$ cat config.mk
export PLATFORM = sky130hd
export DESIGN_NAME = ibc_ram
export DESIGN_NICKNAME = d
export VERILOG_FILES = /design/src/rtl/ibc_ram.sv
export SDC_FILE = /design/constraint.sdc
export NUM_CORES = 1
export LEC_CHECK = 0
export ABC_AREA = 1
export BUFFER_PORTS_ARGS = -buffer_cell sky130_fd_sc_hd__clkbuf_2
export CAP_MARGIN = 10
export CELL_PAD_IN_SITES_DETAIL_PLACEMENT = 0
export CELL_PAD_IN_SITES_GLOBAL_PLACEMENT = 1
export CORE_MARGIN = 2
export CORE_UTILIZATION = 25
export CTS_CLUSTER_DIAMETER = 200
export DETAILED_ROUTE_END_ITERATION = 8
export GPL_TIMING_DRIVEN = 0
export PLACE_DENSITY_LB_ADDON = 0.1
export SLEW_MARGIN = 30
export SYNTH_ARGS = -nofsm -noshare
export SYNTH_HDL_FRONTEND = slang
export SYNTH_SLANG_ARGS = --single-unit
$ cat constraint.sdc
create_clock -name clk -period 2.05 [get_ports clk]
set_input_delay 0.3075 -clock clk [delete_from_list [all_inputs] [get_ports clk]]
set_output_delay 0.3075 -clock clk [all_outputs]
set_load 0.05 [all_outputs]
$ cat src/rtl/ibc_ram.sv
module ibc_ram #(
  parameter int unsigned WIDTH = 8,
  parameter int unsigned DEPTH = 16
) (
  input  logic                     clk,
  input  logic                     we,
  input  logic [$clog2(DEPTH)-1:0] waddr,
  input  logic [WIDTH-1:0]         wdata,
  input  logic [$clog2(DEPTH)-1:0] raddr,
  output logic [WIDTH-1:0]         rdata
);
  logic [WIDTH-1:0] mem [DEPTH];
  always_ff @(posedge clk) begin
    if (we) mem[waddr] <= wdata;
    rdata <= mem[raddr];
  end
endmodule

==> results of run 1 <==
sequential cells by signal, indices dropped and copies added (netlist names):
signal	cells
mem	128
rdata	8
cells in the final DEF (no fill, tap or decap):
master / synthesis / final
buf_1: 1 / 1
buf_2: 13 / 13
buf_4: 4 / 4
buf_6: 6 / 6
bufinv_16: 0 / 1
clkbuf_1: 0 / 3
clkbuf_16: 0 / 17
clkbuf_2: 0 / 22
clkinv_1: 0 / 4
clkinv_2: 0 / 3
clkinv_4: 0 / 1
clkinvlp_4: 0 / 2
dfxtp_1: 8 / 8
edfxtp_1: 128 / 128
inv_1: 100 / 100
inv_2: 2 / 2
nand2_1: 173 / 173
nand3_1: 97 / 97
nand3b_1: 2 / 2
nor2_1: 17 / 11
nor2_2: 0 / 6
critical path, delay by kind of cell:
kind | cells | cell delay [ps]
AND/OR/NAND/NOR | 2 | 970
buffers and inverters | 1 | 100
synthesized netlist by cell type:
| cell | instances |
|---|---|
| nand3b_1 | 2 |
| inv_1 | 100 |
| nor2_1 | 17 |
| dfxtp_1 | 8 |
| buf_4 | 4 |
| edfxtp_1 | 128 |
| nand3_1 | 97 |
| inv_2 | 2 |
| nand2_1 | 173 |
| buf_1 | 1 |
| buf_2 | 13 |
| buf_6 | 6 |
routing by layer:
layer	track usage, %	wire length (um)	share of wire [%]
met5	0	0	0
met4	5.24	276	1.6
met3	2.69	520	3.1
met2	22.3	7690	45
met1	21.0	8460	50
power groups by stage:
stage	Combinational (mW)	Clock [mW]	Sequential (mW)
finish	0.490	2.74	3.13
CTS	0.501	2.81	3.13
global placement	0.500	0	3.18
detailed placement	0.500	0	3.18
global route	0.541	2.93	3.13
floorplan	0.219	0	3.25
worst min path at each step:
stage | start | end | cells after the start
6_report | raddr[2] | rdata[0]$_DFF_P_ | 4
5_1_grt | raddr[2] | rdata[0]$_DFF_P_ | 4
4_1_cts | raddr[2] | rdata[0]$_DFF_P_ | 4
3_5_place_dp | mem[15][6]$_DFFE_PP_ | rdata[6]$_DFF_P_ | 6
3_3_place_gp | mem[4][2]$_DFFE_PP_ | rdata[2]$_DFF_P_ | 6
2_1_floorplan | wdata[0] | mem[0][0]$_DFFE_PP_ | 0
kinds of logic (layout without fill, tap and decap cells):
group	Yosys count	count (layout)	synth area share [%]
flip-flops	136	136	69.4
AND/OR/NAND/NOR	289	289	21.0
buffers and inverters	126	179	9.52
area by class of cell:
| class | instances | area share (%) |
|---|---|---|
| repair buffers | 22 | 1.63 |
| inverters | 102 | 5.66 |
| clock inverters | 11 | 1.24 |
| multi-input cells | 289 | 18.2 |
| well taps | 285 | 5.27 |
| flip-flops and latches | 136 | 59.1 |
| clock buffers | 20 | 6.45 |
| plain buffers | 24 | 2.46 |
metrics by stage:
step                hold WS (ps)  TNS, ps  total power, mW
finish                       349        0             6.35
global route                 373        0             6.60
CTS                          339        0             6.43
detailed placement           698        0             3.68
global placement             701     -176             3.68
floorplan                    406        0             3.46
==> impl_results.md, run 1 <==
* WL final at 17000 um
* Synthesized area at 5770 um^2
* Detail Route Antenna Nets at 0
* Syn_nets at 569
* CP endpoint kind: flop
* P_leak at 2.86 nW
* Initial antenna violation count at 0
* Worst clock skew at 8.95 ps
* Largest net degree at the start of global routing at 17
* Worst Setup SP: waddr[2]
* Fin area at 6770 um^2
* CP Cell Sequence: clkbuf_2, nand3b_1, nor2_1
* Total GRT Usage at 14.7%
* Post-CTS setup buffer count at 0
* Combinational Power Share at 7.7%
* Htree depth at 4
* Final critical-path share of the clock period at 65.7%
* FF-to-FF path depth at 6
* Global placer's final weighted congestion at 0.782
* 1st-pass router iterations at 4
* Slack of the worst reg-to-reg path at 980 ps
* Crit Path Category: input pin to flop
* Req. time, crit path at 2090 ps
* Vias in the first global route at 3650
* NetSw at 1.49 mW
* Wirelength per Cell at 19.1 um
* Worst-Margin Slew at 839 ps
* CTS Sinks at 136
* Share of layout cells above drive strength 1 at 12.7%
* Die footprint at 24300 um^2
* Slew margin rel. at 43.9%
* I/O Pins at 26
* Pre-CTS worst setup slack at 76.9 ps
* Row count at 55
* Cell taking the most area after synthesis: edfxtp_1
* Layout Cells excl Fill at 889
* Minimum clock period at 1350 ps
* Reg2reg start: mem[14][0]$_DFFE_PP_
* Outcome: completed
* Sequential fraction of the synthesis area at 69.4%
* # diodes at 0
* DRT iter0 DRCs at 354
* First-pass GRT wire length at 24600 um
* RSZ-0062 raised after global routing: no
* Worst Hold Class: input pin to flop
* P&R area growth vs syn at 17.4%
* Worst Setup Start Kind: input pin
* Gate Count Post-Synth at 551
* Clock Tree Buf Depth at 2
* Nets@finish at 610
* Std-Cell Core Area at 22600 um^2
* CTS Buf Count at 17
* CTS tree: yes
* Vias per std cell at 4.20
* Maximum capacitance violations at 0
* # hold bufs at CTS at 0
* Storage cell area at 4000 um^2
* Crit path capture: mem[9][1]$_DFFE_PP_
* Initial cell density of the core at 25.5%
* Final WS setup at 703 ps
* CP max stage delay at 700 ps
* Post-DP Area at 6240 um^2
* Slowest-stage cell, CP: nor2_1
* Synth warn at 0
* Pins over their slew limit at 0
* Pwr per Cell Area at 938 nW/um^2
* DIE WIDTH at 156 um
* Crit Path Max Fanout at 8
* Largest cells by area after synthesis: edfxtp_1 (67%), nand2_1 (11%), nand3_1 (8.4%), inv_1 (6.5%), dfxtp_1 (2.8%)
* Residual DRC count at 0
* Maximum vdd drop at 0.000516 V
* Seq pwr share at 49.2%
* Root Driver: clkbuf_16
* Unique masters post-synth at 12
* Global route total overflow at 0
* Hpwl dp at 11300 um
* Core Util, Final at 29.9%
* Post-Place Cells at 858
* Die Y at 156 um
* Pint at 4.86 mW
* Reg2reg end: rdata[0]$_DFF_P_
* Vias after detailed routing at 3730
* Clock power share at 43.1%
* I/O Buffers at 22
* Clk Latency, worst-skew pair at 420 ps
* Top cell type's share of synthesized area at 66.7%
* Fill cells at 2353
* Fin. Hold Viols at 0
* Crit path DAT at 1380 ps
* Area taken by multi-input logic gates at 1230 um^2
* CTS resizes at 0
* Final setup vio count at 0
* Top achievable clock speed at 742 MHz
* Reg clk slew, reported paths at 60 ps
* Syn_area_per_cell at 10.5 um^2
* Sw Share at 23.4%
* FF+latch count, synth at 136
No activity file was read; power rests on OpenSTA's default activity.
==> inputs of run 2 (changes only) <==
Settings changed: ABC_AREA 1 to 0.
Clock period 2.05 ns to 1.4 ns, I/O delays scaled along.
==> impl_results.md, run 2 <==
* Top Registers: mem (128), rdata (8)
* Largest net degree at the start of global routing at 17
* Cell taking the most area after synthesis: edfxtp_1
* Most common library cells after synthesis: edfxtp_1 (128), mux4_2 (18), a22oi_1 (16)
* Pre-CTS worst setup slack at -597 ps
* Root Driver: clkbuf_16
* Unique masters post-synth at 19
* Commonest cells after routing, fill and taps aside: edfxtp_1 (128), clkbuf_2 (24), clkbuf_16 (22)
* Residual DRC count at 0
* Die footprint at 21800 um^2
* Post-synth top flop: edfxtp_1
* Worst-Margin Slew at 900 ps
* Reg clk slew, reported paths at 60 ps
* Syn_nets at 247
* Synthesized area at 5150 um^2
* Most frequent cell after synthesis: edfxtp_1
* Detail Route Antenna Nets at 0
* EDFF count, synth at 128
* Post-Place Cells at 523
* First-pass GRT wire length at 17300 um
* Fill cells at 1959
* Outcome: complete, but fails checks
* Post-DP Area at 5630 um^2
* Largest reg by FF count: mem
* Vias after detailed routing at 2323
* Crit path DAT at 1570 ps
* P_leak at 2.05 nW
* Req. time, crit path at 1440 ps
* Reg2reg start: mem[7][0]$_DFFE_PP_
* Layout Cells excl Fill at 555
* Clock Tree Buf Depth at 2
* Std-Cell Core Area at 20200 um^2
* Synth warn at 0
* Wirelength per Cell at 21.2 um
* Nets@finish at 290
* P&R area growth vs syn at 21.8%
* Crit path capture: mem[3][3]$_DFFE_PP_
* Htree depth at 4
* Total GRT Usage at 11.8%
* Top achievable clock speed at 653 MHz
* Maximum vdd drop at 0.000599 V
* Final setup vio count at 24
* CTS Buf Count at 17
* Hold Slack at 284 ps
* Max reg flops at 128
* Reg2reg end: rdata[0]$_DFF_P_
* Worst Hold Class: input pin to flop
* Slew margin rel. at 39.8%
* Final WS setup at -131 ps
* FF+latch count, synth at 136
* Crit Path Category: input pin to flop
* Setup TNS at -2510 ps
* FF-to-FF path depth at 3
* Syn_area_per_cell at 22.5 um^2
* CP endpoint kind: flop
* DIE WIDTH at 147 um
* Share of layout cells above drive strength 1 at 35.8%
* Fin. Hold Viols at 0
* Fin area at 6270 um^2
* DRT iter0 DRCs at 171
* CTS Sinks at 136
* Worst Setup SP: waddr[2]
* Sequential fraction of the synthesis area at 77.8%
* Global placer's final weighted congestion at 0.646
* Final critical-path share of the clock period at 109%
* Row count at 52
* Crit Path Max Fanout at 8
* Vias per std cell at 4.19
* Minimum clock period at 1530 ps
* Hold depth at 1
* Initial cell density of the core at 25.4%
* Hpwl dp at 7450 um
* Worst Setup Start Kind: input pin
* CTS tree: yes
* RSZ-0062 raised after global routing: yes
* Pins over their slew limit at 0
* Top cell type's share of synthesized area at 74.7%
* Maximum capacitance violations at 0
* Worst clock skew at 8.30 ps
* Post-synthesis async set-or-reset flop share at 0%
* I/O Pins at 26
* Global route total overflow at 0
* Slack of the worst reg-to-reg path at 50 ps
* 1st-pass router iterations at 4
* WL final at 11800 um
* # diodes at 0
* Failing checks: setup timing
* Gate Count Post-Synth at 229
* Die Y at 147 um
* Initial antenna violation count at 0
* Commonest non-fill, non-tap cell in the layout: edfxtp_1
* Clk Latency, worst-skew pair at 420 ps
* Pwr per Cell Area at 1530 nW/um^2
* Largest cells by area after synthesis: edfxtp_1 (75%), mux4_2 (7.9%), mux4_1 (7.1%), dfxtp_1 (3.1%), a22oi_1 (2.3%)
* Vias in the first global route at 2469
* I/O Buffers at 24
-- run 2: changes by cell type after synthesis, moves of 10 or more --
cell / previous run / this run
inv_1: 100 / 0
nand2_1: 173 / 9
mux4_2: 0 / 18
a22oi_1: 0 / 16
nand3_1: 97 / 1
buf_2: 13 / 3
mux4_1: 0 / 14
-- run 2: area by class of cell --
type                       count  area [um^2]  area share (%)
buffer                        10         86.3            1.38
clock inverter                10         53.8           0.858
sequential                   136         4000            63.9
multi-input combinational     83         1120            17.8
tap                          270          338            5.39
clock buffer                  22          551            8.78
timing repair buffer          24          120            1.92
-- run 2: timing repair --
action / 4_1_cts / 5_1_grt
endpoints found under the hold margin: 0 / 0
setup endpoints to repair: 36 / 36
gates resized for setup: 6 / 7
buffers inserted: 0 / 0
hold buffers: 0 / 0
pin swaps: 1 / 1
-- run 2: metrics by stage --
| step | utilization, % | power, mW |
|---|---|---|
| global placement | 27.8 | 5.22 |
| finish | 31.0 | 9.59 |
| CTS | 30.9 | 9.69 |
| global route | 31.0 | 9.95 |
| detailed placement | 27.8 | 5.22 |
| floorplan | - | 4.98 |
-- run 2: worst max-delay path: stages --
cell and delay [ps]:
clkbuf_2 100, or3b_2 570, nor2_1 690
-- run 2: how the worst min path moves through the flow --
stage / startpoint / end
floorplan: wdata[0] / mem[0][0]$_DFFE_PP_
global placement: mem[11][3]$_DFFE_PP_ / rdata[3]$_DFF_P_
detailed placement: mem[11][3]$_DFFE_PP_ / rdata[3]$_DFF_P_
CTS: wdata[4] / mem[12][4]$_DFFE_PP_
global route: wdata[7] / mem[11][7]$_DFFE_PP_
finish: wdata[5] / mem[6][5]$_DFFE_PP_
-- run 2: power breakdown --
part / leakage, nW / internal, mW / switching [mW]
Sequential: 1.22 / 4.55 / 0.0198
Combinational: 0.517 / 0.188 / 0.379
Clock: 0.312 / 2.77 / 1.67
-- run 2: kinds of logic after synthesis --
family                 after synthesis  share of synthesized area, %
flip-flops                         136                          77.8
AO/OA/AOI/OAI                       16                          2.33
multiplexers                        32                          15.0
buffers and inverters               10                          1.68
AND/OR/NAND/NOR                     35                          3.18
-- run 2: layer usage --
metal,GRT usage [%],up-vias,wire length [um],share of wire [%]
met1,15.9,1210,5750,49
met2,18.2,42,5480,47
met5,0,-,0,0
li1,-,1059,-,-
met3,3.06,12,382,3.2
met4,5.05,0,171,1.5
